===== src/sv/rgbhsv_pkg.sv =====
package rgbhsv_pkg;

   // Channel code width; the all-ones code means full intensity.
   localparam int CHANNEL_BITS = 12;
   // Saturation reaches exactly 1.0, which needs one more bit.
   localparam int SAT_BITS = CHANNEL_BITS + 1;
   // Six times the chroma needs three more bits than a channel.
   localparam int HUE_DIV_BITS = CHANNEL_BITS + 3;
   // One quotient bit per divider stage; the saturation quotient is the longest.
   localparam int DIV_STAGES = SAT_BITS;

   // Sector of the largest channel. Ties go to red first, then green.
   typedef enum logic [1:0] {
      SECTOR_RED,
      SECTOR_GREEN,
      SECTOR_BLUE
   } sector_type;

   // One input item.
   typedef struct packed {
      logic [CHANNEL_BITS-1:0] red;
      logic [CHANNEL_BITS-1:0] green;
      logic [CHANNEL_BITS-1:0] blue;
   } pixel_type;

   // One result item.
   typedef struct packed {
      logic [CHANNEL_BITS-1:0] hue;
      logic [SAT_BITS-1:0]     saturation;
      logic [CHANNEL_BITS-1:0] value;
   } hsv_type;

   // After the sort stage: largest channel, chroma, sector and the signed channel difference.
   typedef struct packed {
      logic [CHANNEL_BITS-1:0] value;
      logic [CHANNEL_BITS-1:0] chroma;
      logic signed [CHANNEL_BITS:0] diff;
      sector_type              sector;
   } front_type;

   // Working set of the two dividers, carried down the pipeline.
   typedef struct packed {
      logic                    gray;
      logic [CHANNEL_BITS-1:0] sat_rem;
      logic [CHANNEL_BITS-1:0] sat_div;
      logic [SAT_BITS-1:0]     sat_quo;
      logic [HUE_DIV_BITS-1:0] hue_rem;
      logic [HUE_DIV_BITS-1:0] hue_div;
      logic [CHANNEL_BITS-1:0] hue_quo;
   } div_work_type;

endpackage


===== src/sv/rgbhsv_div_pipe.sv =====
module rgbhsv_div_pipe (
   input  logic                      clock,
   input  logic                      reset,
   input  logic                      in_valid,
   output logic                      in_ready,
   input  rgbhsv_pkg::div_work_type  in_work,
   output logic                      out_valid,
   input  logic                      out_ready,
   output rgbhsv_pkg::hsv_type       out_hsv
);

   localparam int CB  = rgbhsv_pkg::CHANNEL_BITS;
   localparam int HDB = rgbhsv_pkg::HUE_DIV_BITS;
   localparam int NS  = rgbhsv_pkg::DIV_STAGES;

   rgbhsv_pkg::div_work_type stage_ff [NS];
   rgbhsv_pkg::div_work_type stage_in [NS];
   rgbhsv_pkg::div_work_type src      [NS];
   logic [NS-1:0]            valid_ff;
   logic [NS-1:0]            src_valid;
   logic [NS-1:0]            stage_ready;

   assign in_ready = stage_ready[0];

   genvar i;
   generate
      for (i = 0; i < NS; i++) begin : g_stage
         logic [CB:0]  sat_trial;
         logic [CB:0]  sat_sub;
         logic         sat_bit;
         logic [HDB:0] hue_trial;
         logic [HDB:0] hue_sub;
         logic         hue_bit;

         // Source of this stage: the pipeline input or the stage before.
         if (i == 0) begin : g_first
            assign src[i]       = in_work;
            assign src_valid[i] = in_valid;
         end else begin : g_next
            assign src[i]       = stage_ff[i-1];
            assign src_valid[i] = valid_ff[i-1];
         end

         // A stage moves on when it is empty or its successor takes its item.
         if (i == NS - 1) begin : g_last_ready
            assign stage_ready[i] = !valid_ff[i] || out_ready;
         end else begin : g_mid_ready
            assign stage_ready[i] = !valid_ff[i] || stage_ready[i+1];
         end

         // The first saturation step tests the whole-number bit, so it does not shift.
         if (i == 0) begin : g_sat_noshift
            assign sat_trial = {1'b0, src[i].sat_rem};
         end else begin : g_sat_shift
            assign sat_trial = {src[i].sat_rem, 1'b0};
         end
         assign sat_sub = sat_trial - {1'b0, src[i].sat_div};
         assign sat_bit = sat_trial >= {1'b0, src[i].sat_div};

         // Hue has one bit fewer, so it starts a stage later.
         assign hue_trial = {src[i].hue_rem, 1'b0};
         assign hue_sub   = hue_trial - {1'b0, src[i].hue_div};
         assign hue_bit   = (i > 0) && (hue_trial >= {1'b0, src[i].hue_div});

         // One restoring step of each divider.
         always_comb begin
            stage_in[i]         = src[i];
            stage_in[i].sat_rem = sat_bit ? sat_sub[CB-1:0] : sat_trial[CB-1:0];
            stage_in[i].sat_quo = {src[i].sat_quo[CB-1:0], sat_bit};
            if (i > 0) begin
               stage_in[i].hue_rem = hue_bit ? hue_sub[HDB-1:0] : hue_trial[HDB-1:0];
               stage_in[i].hue_quo = {src[i].hue_quo[CB-2:0], hue_bit};
            end
         end

         always_ff @(posedge clock) begin
            if (reset) begin
               valid_ff[i] <= 1'b0;
            end else if (stage_ready[i]) begin
               valid_ff[i] <= src_valid[i];
            end
            if (stage_ready[i] && src_valid[i]) begin
               stage_ff[i] <= stage_in[i];
            end
         end
      end
   endgenerate

   // A gray or black pixel has no hue and no saturation.
   assign out_valid          = valid_ff[NS-1];
   assign out_hsv.hue        = stage_ff[NS-1].gray ? '0 : stage_ff[NS-1].hue_quo;
   assign out_hsv.saturation = stage_ff[NS-1].gray ? '0 : stage_ff[NS-1].sat_quo;
   assign out_hsv.value      = stage_ff[NS-1].sat_div;

endmodule


===== src/sv/rgb_to_hsv_converter.sv =====
// RGB to HSV converter, one pixel per item.
// An accepted item passes the sort stage, the hue numerator stage, then 13 divider
// stages that each resolve one quotient bit, before it reaches the result side.
// Throughput: one item per cycle; a stall on the result side only holds the stages
// that are full, so bubbles still close up.
// Reset clears every valid bit; the pipeline comes out of reset empty.
module rgb_to_hsv_converter (
   input  logic                    clock,
   input  logic                    reset,
   input  logic                    req_valid,
   output logic                    req_ready,
   input  rgbhsv_pkg::pixel_type   req_pixel,
   output logic                    rsp_valid,
   input  logic                    rsp_ready,
   output rgbhsv_pkg::hsv_type     rsp_hsv
);

   localparam int CB  = rgbhsv_pkg::CHANNEL_BITS;
   localparam int HDB = rgbhsv_pkg::HUE_DIV_BITS;

   rgbhsv_pkg::front_type    front_ff;
   rgbhsv_pkg::front_type    front_in;
   logic                     front_valid_ff;
   rgbhsv_pkg::div_work_type work_ff;
   rgbhsv_pkg::div_work_type work_in;
   logic                     work_valid_ff;
   logic                     work_ready;
   logic                     div_ready;

   logic [CB-1:0]         min_chan;
   logic [HDB-1:0]        chroma_x;
   logic [HDB-1:0]        six_c;
   logic signed [HDB:0]   diff_x;
   logic signed [HDB:0]   offset;
   logic signed [HDB:0]   num_raw;
   logic signed [HDB:0]   num_wrap;

   assign req_ready  = !front_valid_ff || work_ready;
   assign work_ready = !work_valid_ff || div_ready;

   // Sort stage: pick the largest channel and its sector, the smallest, and the difference.
   always_comb begin
      front_in = '0;
      if (req_pixel.red >= req_pixel.green && req_pixel.red >= req_pixel.blue) begin
         front_in.value  = req_pixel.red;
         front_in.sector = rgbhsv_pkg::SECTOR_RED;
         front_in.diff   = $signed({1'b0, req_pixel.green}) - $signed({1'b0, req_pixel.blue});
      end else if (req_pixel.green >= req_pixel.blue) begin
         front_in.value  = req_pixel.green;
         front_in.sector = rgbhsv_pkg::SECTOR_GREEN;
         front_in.diff   = $signed({1'b0, req_pixel.blue}) - $signed({1'b0, req_pixel.red});
      end else begin
         front_in.value  = req_pixel.blue;
         front_in.sector = rgbhsv_pkg::SECTOR_BLUE;
         front_in.diff   = $signed({1'b0, req_pixel.red}) - $signed({1'b0, req_pixel.green});
      end
      min_chan = req_pixel.red;
      if (req_pixel.green < min_chan) begin
         min_chan = req_pixel.green;
      end
      if (req_pixel.blue < min_chan) begin
         min_chan = req_pixel.blue;
      end
      front_in.chroma = front_in.value - min_chan;
   end

   always_ff @(posedge clock) begin
      if (reset) begin
         front_valid_ff <= 1'b0;
      end else if (req_ready) begin
         front_valid_ff <= req_valid;
      end
      if (req_ready && req_valid) begin
         front_ff <= front_in;
      end
   end

   // Numerator stage: add the sector offset, wrap negatives by a full turn, form 6C.
   assign chroma_x = {{(HDB-CB){1'b0}}, front_ff.chroma};
   assign six_c    = (chroma_x << 2) + (chroma_x << 1);
   assign diff_x   = {{(HDB-CB){front_ff.diff[CB]}}, front_ff.diff};

   always_comb begin
      case (front_ff.sector)
         rgbhsv_pkg::SECTOR_RED:   offset = '0;
         rgbhsv_pkg::SECTOR_GREEN: offset = $signed({1'b0, chroma_x << 1});
         rgbhsv_pkg::SECTOR_BLUE:  offset = $signed({1'b0, chroma_x << 2});
         default:                  offset = '0;
      endcase
      num_raw  = diff_x + offset;
      num_wrap = num_raw[HDB] ? num_raw + $signed({1'b0, six_c}) : num_raw;

      work_in         = '0;
      work_in.gray    = (front_ff.chroma == '0);
      work_in.sat_rem = front_ff.chroma;
      work_in.sat_div = front_ff.value;
      work_in.hue_rem = num_wrap[HDB-1:0];
      work_in.hue_div = six_c;
   end

   always_ff @(posedge clock) begin
      if (reset) begin
         work_valid_ff <= 1'b0;
      end else if (work_ready) begin
         work_valid_ff <= front_valid_ff;
      end
      if (work_ready && front_valid_ff) begin
         work_ff <= work_in;
      end
   end

   // Saturation and hue quotients, one bit per stage.
   rgbhsv_div_pipe u_div (
      .clock     (clock),
      .reset     (reset),
      .in_valid  (work_valid_ff),
      .in_ready  (div_ready),
      .in_work   (work_ff),
      .out_valid (rsp_valid),
      .out_ready (rsp_ready),
      .out_hsv   (rsp_hsv)
   );

endmodule

===== config.mk =====
export PLATFORM = sky130hd
export DESIGN_NAME = rgb_to_hsv_converter
export DESIGN_NICKNAME = d
export VERILOG_FILES = /design/src/sv/rgbhsv_pkg.sv /design/src/sv/rgbhsv_div_pipe.sv /design/src/sv/rgb_to_hsv_converter.sv
export SDC_FILE = /design/constraint.sdc
export NUM_CORES = 2
export LEC_CHECK = 0
export BUFFER_PORTS_ARGS = -buffer_cell sky130_fd_sc_hd__clkbuf_2
export CORE_MARGIN = 3
export CORE_UTILIZATION = 69
export CTS_CLUSTER_DIAMETER = 100
export DETAILED_ROUTE_END_ITERATION = 10
export PLACE_DENSITY = 0.83
export SLEW_MARGIN = 20
export SYNTH_ARGS = -nofsm -noshare
export SYNTH_HDL_FRONTEND = slang
export SYNTH_SLANG_ARGS = --single-unit

===== constraint.sdc =====
create_clock -name clock -period 18.9 [get_ports clock]
set_input_delay 3.78 -clock clock [delete_from_list [all_inputs] [get_ports clock]]
set_output_delay 3.78 -clock clock [all_outputs]
set_load 0.1 [all_outputs]

==> run_results.csv <==
group,metric,value,unit
clocking,postCtsResizedCells,0,
timing,fin_skew,0.0298,ns
floorplan,start_util,70.4,%
clocking,clockRootBuffer,"clkbuf_16",
floorplan,die_x,277,um
clocking,cts_tree,"built",
global_route,grtUsageTotal,26.0,%
synth,ys_warn_count,0,
timing,tns,0,ns
floorplan,num_rows,98,
cells_and_area,fillers,4305,
setup_path,cp-endpoint,"req_ready",
global_route,first_global_vias,32600,
global_route,grt_pass1_wl,163,mm
timing,max-slew-margin-rel,28.7,%
setup_path,startpoint_type,"primary input",
floorplan,design.die.area,0.0770,mm^2
setup_path,criticalPathCategory,"in -> out",
setup_path,cp_num_cells,10,
synth,yosysUniqueCellTypes,75,
global_route,gr-usage-met3,3.14,%
placement,place_hpwl,73.7,mm
setup_path,r2r_slack,14.02,ns
setup_path,rr_startpoint,"front_ff[1]$_SDFFCE_PP0P_",
setup_path,cp_max_fo,5,
setup_path,worst-r2r-cell-count,18,
global_route,antenna_found_initial,1,
global_route,overflow,0,
cells_and_area,diodes,0,
synth,synth_area,0.0509,mm^2
routing,dr_total_vias,32200,
synth,async_flop_share,0,%
setup_path,r2r_end,"work_ff[41]$_DFFE_PP_",
global_route,use_met1,31.5,%
setup_path,critical_path.top_delay_family,"simple AND/OR/NAND/NOR gates",
setup_path,startpoint,"rsp_ready",
flow_run,max_cap_viol_count,0,
routing,wl_per_cell,18.4,um
cells_and_area,drive_above_1_share,11.1,%
power,cellLeakagePower,0.0224,uW
cells_and_area,num-nets-final,4919,
placement,io_buffers,78,
cells_and_area,final_core_util,77.1,%
power,ir_drop,179,uV
power,power_density,94.1,mW/mm^2
routing,drt_iter0_markers,2093,
global_route,top_usage_layer,"met2",
global_route,grt_use_met2,48.1,%
clocking,cts_made_buffers,93,
synth,synthCells,4275,
floorplan,io_pins,79,
synth,syn_nets,4773,
clocking,cts_buffer_depth,3,
setup_path,critPathSlowestCell,"nor3_1",
clocking,holdBufCountCts,0,
power,total_power,5240,uW
timing,fin_crit,10.77,ns
routing,antenna_left,0,
timing,setup_viol,0,
clocking,clock-sinks,926,
cells_and_area,syn2layout_area_growth,9.43,%
hold_path,hold_path_class,"reg -> reg",
run_status,status,"completed",
setup_path,path_cells,"clkbuf_2 > nor2b_1 > and3_1 > and3_1 > nand2_1 > nor3_1 > nand3_1 > inv_1 > nand3_1 > clkbuf_2",
timing,drv_slew,0,
placement,gp_congestion,0.893,
timing,finalHoldViolCount,0,
synth,synth_area_leaders,"edfxtp_1, ha_1, inv_1",
clocking,worstSkewPairLatency,0.64,ns
setup_path,critPathBufInv,3,
clocking,cts.clk_slew.worst_paths,0.06,ns
routing,drt-pass1-iter-count,6,
setup_path,crit_arrival,6.99,ns
synth,ys_seq_area_share,54.4,%
floorplan,fp.coreArea,0.0722,mm^2
synth,synthFlopType,"edfxtp_1",
routing,drc_errors,0,
clocking,cts_max_level,3,
synth,synth_top_area_cell,"edfxtp_1",
setup_path,slowest_delay,0.77,ns
setup_path,end_kind,"output port",
timing,fmax,92.8,MHz
synth,synth_top_area_share,53.8,%
synth,ys_ff_latch,926,
global_route,grt_max_degree,69,
routing,wirelength,100,mm
synth,syn_area_per_cell,11.9,um^2
timing,tightest_slew,1.06,ns
timing,rsz0062_at_grt,"no",
timing,hold_ws,0.411,ns
synth,synth_edf_count,911,
floorplan,die_y,277,um
clocking,cts_setup_buffers,0,
setup_path,crit_required,15.12,ns
routing,viasPerCell,5.91,
timing,min_period_over_period,57.0,%
[worst min path at each step]
stage,from,end,slack (ns),depth (start not counted)
after global routing,u_div.stage_ff[4][82]$_DFFE_PP_,u_div.stage_ff[5][3]$_DFFE_PP_,0.42,0
after floorplan,u_div.stage_ff[0][42]$_DFFE_PP_,u_div.stage_ff[0][123]$_DFFE_PP_,0.40,0
final,u_div.stage_ff[3][3]$_DFFE_PP_,u_div.stage_ff[3][84]$_DFFE_PP_,0.41,0
after CTS,u_div.stage_ff[3][3]$_DFFE_PP_,u_div.stage_ff[3][84]$_DFFE_PP_,0.42,0
after detailed placement,u_div.stage_ff[0][42]$_DFFE_PP_,u_div.stage_ff[0][123]$_DFFE_PP_,0.40,0
after global placement,u_div.stage_ff[4][48]$_DFFE_PP_,u_div.stage_ff[4][129]$_DFFE_PP_,0.40,0
[flip-flops by register name, summed over array words and instances (netlist names)]
name and count:
u_div.src_valid 12, u_div.stage_ff 819, u_div.out_valid 1, chroma_x 12
front_valid_ff 1, work_valid_ff 1, front_ff 14, diff_x 13
work_ff 53
[cell usage in the layout, fill, tap and decap left out, drive strengths merged, types with 22 or more instances in the layout]
cell type  count
clkbuf       201
fa            30
clkinv        32
a21oi        275
xnor2        175
ha           428
inv          562
a21o          82
and2          26
nand2b        44
nor3          56
nand4         54
edfxtp       911
buf           35
nand2        199
o21a          60
mux2         185
nor4          27
a31oi         27
a21boi        46
mux2i         46
nand3         43
o21ai        172
nor2         271
and3          22
or2           26
a211oi        34
nor2b        125
xor2          80
[worst register-to-register path, stage by stage (launching register included)]
cell,delay [ns]
edfxtp_1,0.42
ha_1,0.54
nor3b_1,0.10
ha_1,0.22
fa_1,0.41
a21o_1,0.20
a211oi_2,0.23
nor2_1,0.08
o41a_1,0.38
xor2_1,0.30
ha_1,0.36
nand3_1,0.10
nor3_1,0.07
o31ai_1,0.36
a21oi_1,0.17
a31oi_1,0.28
xnor2_1,0.15
nand2_1,0.08
xnor2_1,0.18
[synthesized netlist by cell type (all sizes together), types with 17 or more instances]
| cell | n |
|---|---|
| a21oi | 275 |
| o31ai | 17 |
| nand2 | 199 |
| fa | 30 |
| mux2i | 46 |
| nand3 | 43 |
| clkbuf | 26 |
| o2111ai | 20 |
| a2111oi | 18 |
| buf | 36 |
| o21bai | 20 |
| and2 | 26 |
| edfxtp | 911 |
| a21boi | 46 |
| nor2 | 271 |
| a211oi | 34 |
| nand4 | 54 |
| ha | 428 |
| and3 | 22 |
| nor2b | 125 |
| a21o | 82 |
| or2 | 26 |
| xor2 | 80 |
| inv | 557 |
| o21a | 60 |
| xnor2 | 175 |
| nor4 | 27 |
| nor3 | 56 |
| o21ai | 172 |
| mux2 | 185 |
| nand2b | 44 |
| a31oi | 27 |
[cells by family (layout without fill, tap and decap cells)]
logic type	count (synthesis)	count (layout)	share of synthesized area, %
compound gates	847	847	10.6
xor+xnor	256	256	4.45
fa+ha+maj	458	458	11.7
buf+inv	619	840	4.73
flops	926	926	54.4
mux	231	231	5.02
simple gates	938	938	9.14
[power breakdown]
part | total [uW] | leakage (uW) | switching, uW | internal (uW)
sequential | 2420 | 0.00837 | 52.9 | 2360
clock | 1800 | 0.00147 | 754 | 1050
combinational | 1020 | 0.0126 | 558 | 463
[stage by stage]
stage                     cell area, um^2  setup WS (ns)  cells
after global routing                55700           7.70   5446
final                               55700           8.13   5446
after global placement              52600           7.92   5276
after floorplan                     50900           8.89   4275
after CTS                           55700           8.14   5446
after detailed placement            52700           7.88   5276
[layer usage]
| layer | up-vias | wire length (um) |
|---|---|---|
| li1 | 15700 | - |
| met1 | 15400 | 40200 |
| met2 | 825 | 52200 |
| met3 | 221 | 4420 |
| met4 | 2 | 3260 |
| met5 | - | 14 |
[area by class of cell]
| type | count | area [um^2] | area share, % |
|---|---|---|---|
| flip-flops and latches | 926 | 27700 | 49.7 |
| multi-input cells | 2730 | 21100 | 37.9 |
| clock buffers | 123 | 2500 | 4.50 |
| inverters | 557 | 2090 | 3.76 |
| well taps | 950 | 1190 | 2.14 |
| repair buffers | 113 | 653 | 1.17 |
| clock inverters | 47 | 494 | 0.888 |
No activity file was read; power rests on OpenSTA's default activity.
